--- src/sv/tspd_pkg.sv ---
// shared types and constants for the touchscreen packet decoder
package tspd_pkg;

    localparam int PACKET_BYTES = 10;
    localparam int IDX_W        = 4;

    // packet format codes
    localparam logic [1:0] PROTO_TEN   = 2'd0;
    localparam logic [1:0] PROTO_SIX   = 2'd1;
    localparam logic [1:0] PROTO_FOUR  = 2'd2;
    localparam logic [1:0] PROTO_THREE = 2'd3;

    // result kinds
    localparam logic [1:0] EV_REPORT   = 2'd0;
    localparam logic [1:0] EV_ACK      = 2'd1;
    localparam logic [1:0] EV_RESPONSE = 2'd2;

    // request kinds
    localparam logic ACT_BYTE    = 1'b0;
    localparam logic ACT_COMMAND = 1'b1;

    localparam logic [7:0] CHK_SEED   = 8'haa;
    localparam logic [7:0] CH_LEAD    = 8'h55; // 'U'
    localparam logic [7:0] CH_TOUCH   = 8'h54; // 'T'
    localparam logic [7:0] CH_ACK     = 8'h41; // 'A'
    localparam logic [7:0] CH_ZERO    = 8'h30; // '0'
    localparam logic [7:0] CH_LOWER_A = 8'h61; // 'a'
    localparam logic [7:0] CH_LOWER_Z = 8'h7a; // 'z'
    localparam logic [7:0] CASE_GAP   = 8'h20;

    localparam int TDATA_IN_W  = 16;
    localparam int TDATA_OUT_W = 120;

    typedef struct packed {
        logic [1:0]  event_kind;
        logic        has_xy;
        logic [15:0] x_pos;
        logic [15:0] y_pos;
        logic        has_pressure;
        logic [15:0] pressure;
        logic        has_touch;
        logic        touch;
        logic        sync;
        logic        ack_ok;
        logic [63:0] response_data;
    } t_result;

    typedef struct packed {
        logic       action;
        logic [7:0] rx_byte;
        logic [7:0] command_code;
    } t_request;

endpackage

--- src/sv/tspd_in_reg.sv ---
// input register holding one request ahead of the decoder
module tspd_in_reg
    import tspd_pkg::*;
(
    input  logic     i_clk,
    input  logic     i_rst_n,
    input  logic     i_valid,
    output logic     o_ready,
    input  t_request i_req,
    output logic     o_valid,
    input  logic     i_advance,
    output t_request o_req
);

    logic     r_valid;
    t_request r_req;

    assign o_ready = !r_valid || i_advance;
    assign o_valid = r_valid;
    assign o_req   = r_req;

    always_ff @(posedge i_clk) begin
        if (!i_rst_n) begin
            r_valid <= 1'b0;
        end else if (o_ready) begin
            r_valid <= i_valid;
        end
        if (o_ready && i_valid) begin
            r_req <= i_req;
        end
    end

endmodule

--- src/sv/tspd_decode.sv ---
// framing state, packet store and per-byte decode
module tspd_decode
    import tspd_pkg::*;
(
    input  logic       i_clk,
    input  logic       i_rst_n,
    input  logic       i_cfg_we,
    input  logic [1:0] i_cfg_wdata,
    input  logic       i_advance,
    input  t_request   i_req,
    output logic       o_has_result,
    output t_result    o_result
);

    logic [1:0]       r_protocol;
    logic [IDX_W-1:0] r_byte_index;
    logic [7:0]       r_running_sum;
    logic [7:0]       r_expected_type;
    logic [7:0]       r_store [PACKET_BYTES];

    logic [IDX_W-1:0] n_byte_index;
    logic [7:0]       n_running_sum;
    logic [7:0]       n_expected_type;
    logic [IDX_W-1:0] w_idx;
    logic             w_store_we;

    always_comb begin
        logic [7:0] b;
        logic [7:0] c;
        b = i_req.rx_byte;
        c = i_req.command_code;
        o_has_result    = 1'b0;
        o_result        = '0;
        n_byte_index    = r_byte_index;
        n_running_sum   = r_running_sum;
        n_expected_type = r_expected_type;
        w_idx           = r_byte_index;
        w_store_we      = 1'b0;

        if (i_req.action == ACT_COMMAND) begin
            if (c >= CH_LOWER_A && c <= CH_LOWER_Z) begin
                n_expected_type = c - CASE_GAP;
            end else begin
                n_expected_type = c;
            end
        end else begin
            w_store_we = 1'b1;
            case (r_protocol)
                PROTO_TEN: begin
                    if (r_byte_index >= IDX_W'(PACKET_BYTES)) begin
                        w_idx = '0;
                    end
                    n_byte_index = w_idx + IDX_W'(1);
                    n_running_sum = r_running_sum + b;
                    if (w_idx == '0) begin
                        n_running_sum = CHK_SEED + b;
                        if (b != CH_LEAD) begin
                            n_byte_index = '0;
                        end
                    end else if (w_idx == IDX_W'(PACKET_BYTES - 1)) begin
                        n_byte_index = '0;
                        if (b == r_running_sum && r_store[1] == r_expected_type) begin
                            o_has_result = 1'b1;
                            if (r_store[1] == CH_TOUCH) begin
                                o_result.event_kind = EV_REPORT;
                                o_result.has_xy     = 1'b1;
                                o_result.x_pos      = {r_store[4], r_store[3]};
                                o_result.y_pos      = {r_store[6], r_store[5]};
                                if (r_store[2][7]) begin
                                    o_result.has_pressure = 1'b1;
                                    o_result.pressure     = {r_store[8], r_store[7]};
                                end
                                o_result.has_touch = 1'b1;
                                o_result.touch     = |r_store[2][1:0];
                                o_result.sync      = 1'b1;
                            end else if (r_store[1] == CH_ACK) begin
                                o_result.event_kind = EV_ACK;
                                if (r_store[2] == CH_ZERO) begin
                                    n_expected_type = CH_TOUCH;
                                    o_result.ack_ok = 1'b1;
                                end
                            end else begin
                                o_result.event_kind    = EV_RESPONSE;
                                o_result.response_data = {r_store[8], r_store[7], r_store[6],
                                                          r_store[5], r_store[4], r_store[3],
                                                          r_store[2], r_store[1]};
                                n_expected_type = CH_ACK;
                            end
                        end
                    end
                end
                PROTO_SIX, PROTO_FOUR: begin
                    if (r_byte_index > IDX_W'(5)) begin
                        w_idx = '0;
                    end
                    n_byte_index = w_idx + IDX_W'(1);
                    case (w_idx)
                        IDX_W'(0): if (b[7:6] != 2'b11) n_byte_index = '0;
                        IDX_W'(1): if (b[7:6] != 2'b10) n_byte_index = '0;
                        IDX_W'(2): if (b[7:6] != 2'b01) n_byte_index = '0;
                        IDX_W'(3): begin
                            if (b[7:6] != 2'b00) begin
                                n_byte_index = '0;
                            end else begin
                                o_has_result    = 1'b1;
                                o_result.has_xy = 1'b1;
                                o_result.x_pos  = {4'b0, r_store[0][5:0], r_store[1][5:0]};
                                o_result.y_pos  = {4'b0, r_store[2][5:0], b[5:0]};
                                if (r_protocol == PROTO_FOUR) begin
                                    o_result.has_touch = 1'b1;
                                    o_result.touch     = 1'b1;
                                    o_result.sync      = 1'b1;
                                    n_byte_index       = '0;
                                end
                            end
                        end
                        IDX_W'(4): begin
                            if (b != 8'd0) begin
                                o_has_result  = 1'b1;
                                o_result.sync = 1'b1;
                                n_byte_index  = '0;
                            end
                        end
                        default: begin
                            // status byte closes the frame
                            if (b[7:4] == 4'd0) begin
                                o_result.has_pressure = 1'b1;
                                o_result.pressure     = {8'd0, b};
                                o_result.has_touch    = 1'b1;
                                o_result.touch        = |b;
                            end
                            o_has_result  = 1'b1;
                            o_result.sync = 1'b1;
                            n_byte_index  = '0;
                        end
                    endcase
                end
                default: begin
                    if (r_byte_index > IDX_W'(2)) begin
                        w_idx = '0;
                    end
                    n_byte_index = w_idx + IDX_W'(1);
                    if (w_idx == '0) begin
                        if (b[6:0] != 7'h01) begin
                            n_byte_index = '0;
                        end
                    end else if (w_idx == IDX_W'(2)) begin
                        o_has_result       = 1'b1;
                        o_result.has_touch = 1'b1;
                        o_result.touch     = !r_store[1][7];
                        o_result.has_xy    = 1'b1;
                        o_result.x_pos     = {8'd0, r_store[1]};
                        o_result.y_pos     = {8'd0, b};
                        o_result.sync      = 1'b1;
                        n_byte_index       = '0;
                    end
                end
            endcase
        end
    end

    always_ff @(posedge i_clk) begin
        if (!i_rst_n) begin
            r_protocol      <= PROTO_TEN;
            r_byte_index    <= '0;
            r_running_sum   <= '0;
            r_expected_type <= CH_TOUCH;
        end else if (i_cfg_we) begin
            r_protocol    <= i_cfg_wdata;
            r_byte_index  <= '0;
            r_running_sum <= '0;
        end else if (i_advance) begin
            r_byte_index    <= n_byte_index;
            r_running_sum   <= n_running_sum;
            r_expected_type <= n_expected_type;
        end
    end

    always_ff @(posedge i_clk) begin
        if (i_advance && w_store_we) begin
            r_store[w_idx] <= i_req.rx_byte;
        end
    end

endmodule

--- src/sv/tspd_out_reg.sv ---
// result register on the master side
module tspd_out_reg
    import tspd_pkg::*;
(
    input  logic    i_clk,
    input  logic    i_rst_n,
    input  logic    i_load,
    input  t_result i_result,
    input  logic    i_ready,
    output logic    o_valid,
    output logic    o_free,
    output t_result o_result
);

    logic    r_valid;
    t_result r_result;

    assign o_free   = !r_valid || i_ready;
    assign o_valid  = r_valid;
    assign o_result = r_result;

    always_ff @(posedge i_clk) begin
        if (!i_rst_n) begin
            r_valid <= 1'b0;
        end else if (i_load) begin
            r_valid <= 1'b1;
        end else if (i_ready) begin
            r_valid <= 1'b0;
        end
        if (i_load) begin
            r_result <= i_result;
        end
    end

endmodule

--- src/sv/touchscreen_serial_packet_decoder_top.sv ---
// touchscreen serial packet decoder, top level
//
//  channel  | direction | tdata                              | tuser
//  s_axis   | in        | rx_byte, command_code              | action
//  m_axis   | out       | report / ack / response fields     | event_kind
//  cfg      | in        | protocol (write enable, no index)  | -
//
// one request a cycle sustained while the result register has room; input register then
// decode into the result register. the decode path is byte compares,
// the ten-byte sum check and a fixed select from the packet store.
// reset is synchronous, active low; it restores the ten-byte format, expected type 'T'.
// a request that gives no result passes even while the output stalls.
module touchscreen_serial_packet_decoder_top
    import tspd_pkg::*;
(
    input  logic                   i_clk,
    input  logic                   i_rst_n,
    input  logic                   i_cfg_we,
    input  logic [1:0]             i_cfg_wdata,
    input  logic                   s_axis_tvalid,
    output logic                   s_axis_tready,
    input  logic [TDATA_IN_W-1:0]  s_axis_tdata,  // rx_byte, command_code
    input  logic                   s_axis_tuser,  // action
    output logic                   m_axis_tvalid,
    input  logic                   m_axis_tready,
    output logic [TDATA_OUT_W-1:0] m_axis_tdata,  // has_xy, x_pos, y_pos, has_pressure,
                                                  // pressure, has_touch, touch, sync,
                                                  // ack_ok, response_data, pad
    output logic [1:0]             m_axis_tuser   // event_kind
);

    t_request w_in_req;
    t_request w_req;
    t_result  w_result;
    t_result  w_out;
    logic     w_req_valid;
    logic     w_has_result;
    logic     w_out_free;
    logic     w_advance;

    assign w_in_req.action       = s_axis_tuser;
    assign w_in_req.rx_byte      = s_axis_tdata[7:0];
    assign w_in_req.command_code = s_axis_tdata[15:8];

    // a request moves on when it gives nothing or the result register has room
    assign w_advance = w_req_valid && (!w_has_result || w_out_free);

    tspd_in_reg u_in_reg (
        .i_clk     (i_clk),
        .i_rst_n   (i_rst_n),
        .i_valid   (s_axis_tvalid),
        .o_ready   (s_axis_tready),
        .i_req     (w_in_req),
        .o_valid   (w_req_valid),
        .i_advance (w_advance),
        .o_req     (w_req)
    );

    tspd_decode u_decode (
        .i_clk        (i_clk),
        .i_rst_n      (i_rst_n),
        .i_cfg_we     (i_cfg_we),
        .i_cfg_wdata  (i_cfg_wdata),
        .i_advance    (w_advance),
        .i_req        (w_req),
        .o_has_result (w_has_result),
        .o_result     (w_result)
    );

    tspd_out_reg u_out_reg (
        .i_clk    (i_clk),
        .i_rst_n  (i_rst_n),
        .i_load   (w_advance && w_has_result),
        .i_result (w_result),
        .i_ready  (m_axis_tready),
        .o_valid  (m_axis_tvalid),
        .o_free   (w_out_free),
        .o_result (w_out)
    );

    assign m_axis_tuser = w_out.event_kind;
    assign m_axis_tdata = {2'b00, w_out.response_data, w_out.ack_ok, w_out.sync,
                           w_out.touch, w_out.has_touch, w_out.pressure,
                           w_out.has_pressure, w_out.y_pos, w_out.x_pos, w_out.has_xy};

endmodule

--- config.mk ---
export PLATFORM = sky130hd
export DESIGN_NAME = touchscreen_serial_packet_decoder_top
export DESIGN_NICKNAME = d
export VERILOG_FILES = /design/src/sv/tspd_pkg.sv /design/src/sv/tspd_in_reg.sv /design/src/sv/tspd_decode.sv /design/src/sv/tspd_out_reg.sv /design/src/sv/touchscreen_serial_packet_decoder_top.sv
export SDC_FILE = /design/constraint.sdc
export NUM_CORES = 1
export LEC_CHECK = 0
export BUFFER_PORTS_ARGS = -buffer_cell sky130_fd_sc_hd__buf_2
export CAP_MARGIN = 5
export CORE_MARGIN = 1.5
export CORE_UTILIZATION = 51
export CTS_CLUSTER_DIAMETER = 40
export CTS_CLUSTER_SIZE = 24
export DETAILED_ROUTE_END_ITERATION = 16
export GPL_TIMING_DRIVEN = 1
export PLACE_DENSITY_LB_ADDON = 0.15
export SYNTH_ARGS = -nofsm -noshare
export SYNTH_HDL_FRONTEND = slang
export SYNTH_HIERARCHICAL = 1
export SYNTH_SLANG_ARGS = --single-unit
--- constraint.sdc ---
create_clock -name i_clk -period 4.1 [get_ports i_clk]
set_input_delay 0.82 -clock i_clk [delete_from_list [all_inputs] [get_ports i_clk]]
set_output_delay 0.82 -clock i_clk [all_outputs]
set_load 0.1 [all_outputs]
==> flow_summary.yaml <==
outcome:
  status: "finished, final reports clean"
sta:
  clock_skew_ns: 0.0193
  setup_viol: 0
  rsz0062_at_grt: "false"
  finalCritPeriodShare_pct: 95.8
  worst_pin_slew_ns: 1.02
  final.setup.worst_slack_ns: 0.171
  holdWs_ns: 0.454
  slew_violations: 0
  slew_headroom_pct: 31.3
  period_needed_ns: 3.93
  fmax_ghz: 0.255
  setup_tns_ns: 0
  finalHoldViolCount: 0
finish:
  n_fill_cell: 1397
  diodes: 0
  drive_above_1_share_pct: 27.6
  post-route-util_pct: 64.0
  area_growth_pct: 22.8
  nets: 934
logic_synthesis:
  synth_top_family_by_area: "simple AND/OR/NAND/NOR gates"
  async_flop_share_pct: 0
  yosysWarnings: 6
  synthFlopType: "edfxtp_1"
  synth_most_common_cell: "edfxtp_1"
  synth_top_cell_by_area: "edfxtp_1"
  netlist_area_sq_um: 9790
  synthTopCellsByCount: "edfxtp_1, and2_1, nor2_1, nand2_1"
  synth_area_leaders: "edfxtp_1, dfxtp_1, and2_1"
  syn_inst: 714
  synth_edf_count: 207
  synth_mux_area_share_pct: 0.818
  synth_cell_types: 69
  ys_seq_elements: 231
  ys_seq_area_share_pct: 68.4
  synthAdderAreaFrac_pct: 3.02
  synth_area_per_cell_sq_um: 13.7
  synth_simple_gate_area_share_pct: 15.1
  synth_compound_area_share_pct: 8.25
  synth_xor_area_share_pct: 1.79
  synth_top_area_share_pct: 63.5
die:
  ios: 148
  fp.dieArea_sq_um: 20000
  die_y_microns: 142
  initial_core_util_pct: 52.1
  die_w_microns: 142
  core_region_area_sq_um: 18800
  row_count: 50
critical_path:
  criticalPathCategory: "register to output pin"
  critical_path_required_ns: 3.28
  worst-path-max-fanout: 12
  arrival_ns: 3.11
  path_cells: "nand2b_1 > nor2_2 > inv_1 > ha_1 > or3_1 > a21oi_4 > nand2_1 > a41oi_2 > a21boi_2 > nand2b_4 > buf_4"
  start_kind: "register"
  slowest_stage: "or3_1"
  reg2reg_to: "u_out_reg/o_result[21]"
  reg2reg_slack_ns: 0.54
  critical_path.max_stage_delay_ns: 0.42
  crit_path_end_kind: "output pin"
  reg2reg_from: "u_in_reg/o_req[11]"
  r2r.worst_path.cells: 9
drt:
  drt_wl_total_mm: 22.9
  antenna_left: 0
  first_pass_iters: 4
  drt_iter0_drc: 373
  post_drt_wl_per_cell_microns: 20.1
  via_count: 6385
  drc: 0
  viasPerCell: 5.59
placed_design:
  dpl.hpwl_mm: 15.9
  gp_congestion: 0.895
  port_buffers: 145
  pre_cts_slack_ns: 0.217
global_route:
  antenna_found_initial: 0
  first_global_vias: 6341
  grt_overflow: 0
  grt_pass1_wl_mm: 35.1
  grt_max_degree: 34
  grt_usage_pct: 22.9
flow_run:
  drv_cap: 0
clocking:
  clock-sinks: 231
  cts_max_level: 1
  cts_buffers: 28
  root_buffer: "clkbuf_16"
  clock_path_buffers: 3
  cts_tree: "done"
  cts.clk_slew.worst_paths_ns: 0.06
  clk_latency_ns: 0.55
worst_hold_path:
  worst_hold_path_type: "input pin to register"
  hp-start: "s_axis_tdata[7]"
  min_delay_worst_endpoint: "u_in_reg/o_req[15]"
  hold_path_depth: 1
power_and_ir_drop:
  finalPower_uw: 5510
  power.density_nw_per_um2: 459
  ir_worst_vdd_mv: 0.399
  p_leak_uw: 0.00478
==> layer usage <==
| layer | GRT usage (%) | up-vias | share of wire [%] |
|---|---|---|---|
| li1 | - | 2976 | - |
| met1 | 31.4 | 3131 | 44 |
| met2 | 38.1 | 244 | 48 |
| met3 | 3.21 | 34 | 5.3 |
| met4 | 7.33 | 0 | 2.7 |
| met5 | 0 | - | 0 |
==> sequential cells by signal (all words and copies together), names as in the netlist <==
signal and count:
u_decode/r_protocol 2, u_decode/r_running_sum 8, u_out_reg/o_valid 1, u_decode/r_byte_index 4
u_out_reg/o_result 120, u_decode/r_store 70, u_decode/r_expected_type 8, u_in_reg/o_req 17
u_in_reg/o_valid 1
==> stage by stage <==
step                std cells  area (sq um)
floorplan                 715          9790
global placement         1090         10900
detailed placement       1090         10900
CTS                      1143         12000
global route             1143         12000
finish                   1143         12000
==> how the worst max path moves through the flow <==
| stage | startpoint | to | depth (start not counted) |
|---|---|---|---|
| after floorplan | u_decode/r_byte_index[3] | u_decode/r_store[8][0] | 15 |
| after global placement | u_in_reg/o_req[11] | u_decode/r_store[4][1] | 10 |
| after detailed placement | u_in_reg/o_req[11] | u_decode/r_store[6][2] | 10 |
| after CTS | u_decode/r_byte_index[3] | s_axis_tready | 11 |
| after global routing | u_decode/r_byte_index[3] | s_axis_tready | 13 |
| final | u_decode/r_byte_index[3] | s_axis_tready | 11 |
==> power by group <==
part | total (uW) | leakage, uW | internal [uW] | switching, uW
clock | 2660 | 0.000491 | 1670 | 986
combinational | 261 | 0.00206 | 82.0 | 179
sequential | 2590 | 0.00223 | 2570 | 19.6
total | 5510 | 0.00478 | 4330 | 1180
==> cell families (layout without fill, tap and decap cells) <==
family,Yosys count,in the layout
XOR/XNOR,20,20
multiplexers,8,8
adder cells (fa/ha/maj),23,23
AND/OR/NAND/NOR,262,262
flip-flops,231,231
AO/OA/AOI/OAI,111,111
buffers and inverters,58,252
other,1,2
==> final cells by class <==
type	count	area [sq um]	share of cell area, %
inverters	25	93.8	0.781
flip-flops and latches	231	6710	55.8
clock buffers	33	729	6.07
multi-input cells	426	2900	24.1
well taps	234	293	2.44
clock inverters	19	299	2.49
repair buffers	175	991	8.25
==> cell usage in the layout (no fill, tap or decap), drive strengths merged, types with 16 or more instances in the layout <==
| master | instances |
|---|---|
| nand2b | 16 |
| a21oi | 23 |
| clkbuf | 33 |
| dfxtp | 24 |
| nor2 | 59 |
| edfxtp | 207 |
| buf | 175 |
| a22oi | 17 |
| and2 | 78 |
| inv | 27 |
| nand2 | 29 |
| ha | 22 |
==> repair_timing <==
item	CTS	global route
endpoints found under the setup margin	1	1
hold buffers	0	0
pin swaps	0	2
cloned	0	0
setup buffers	1	0
resized for setup	7	7
==> critical path: cells and delay by family (launching register included) <==
kind / cells / cell delay [ns]
buf+inv: 2 / 0.33
compound gates: 3 / 0.53
fa+ha+maj: 1 / 0.20
simple gates: 5 / 1.12
flops: 1 / 0.38
No activity file was read; power rests on OpenSTA's default activity.
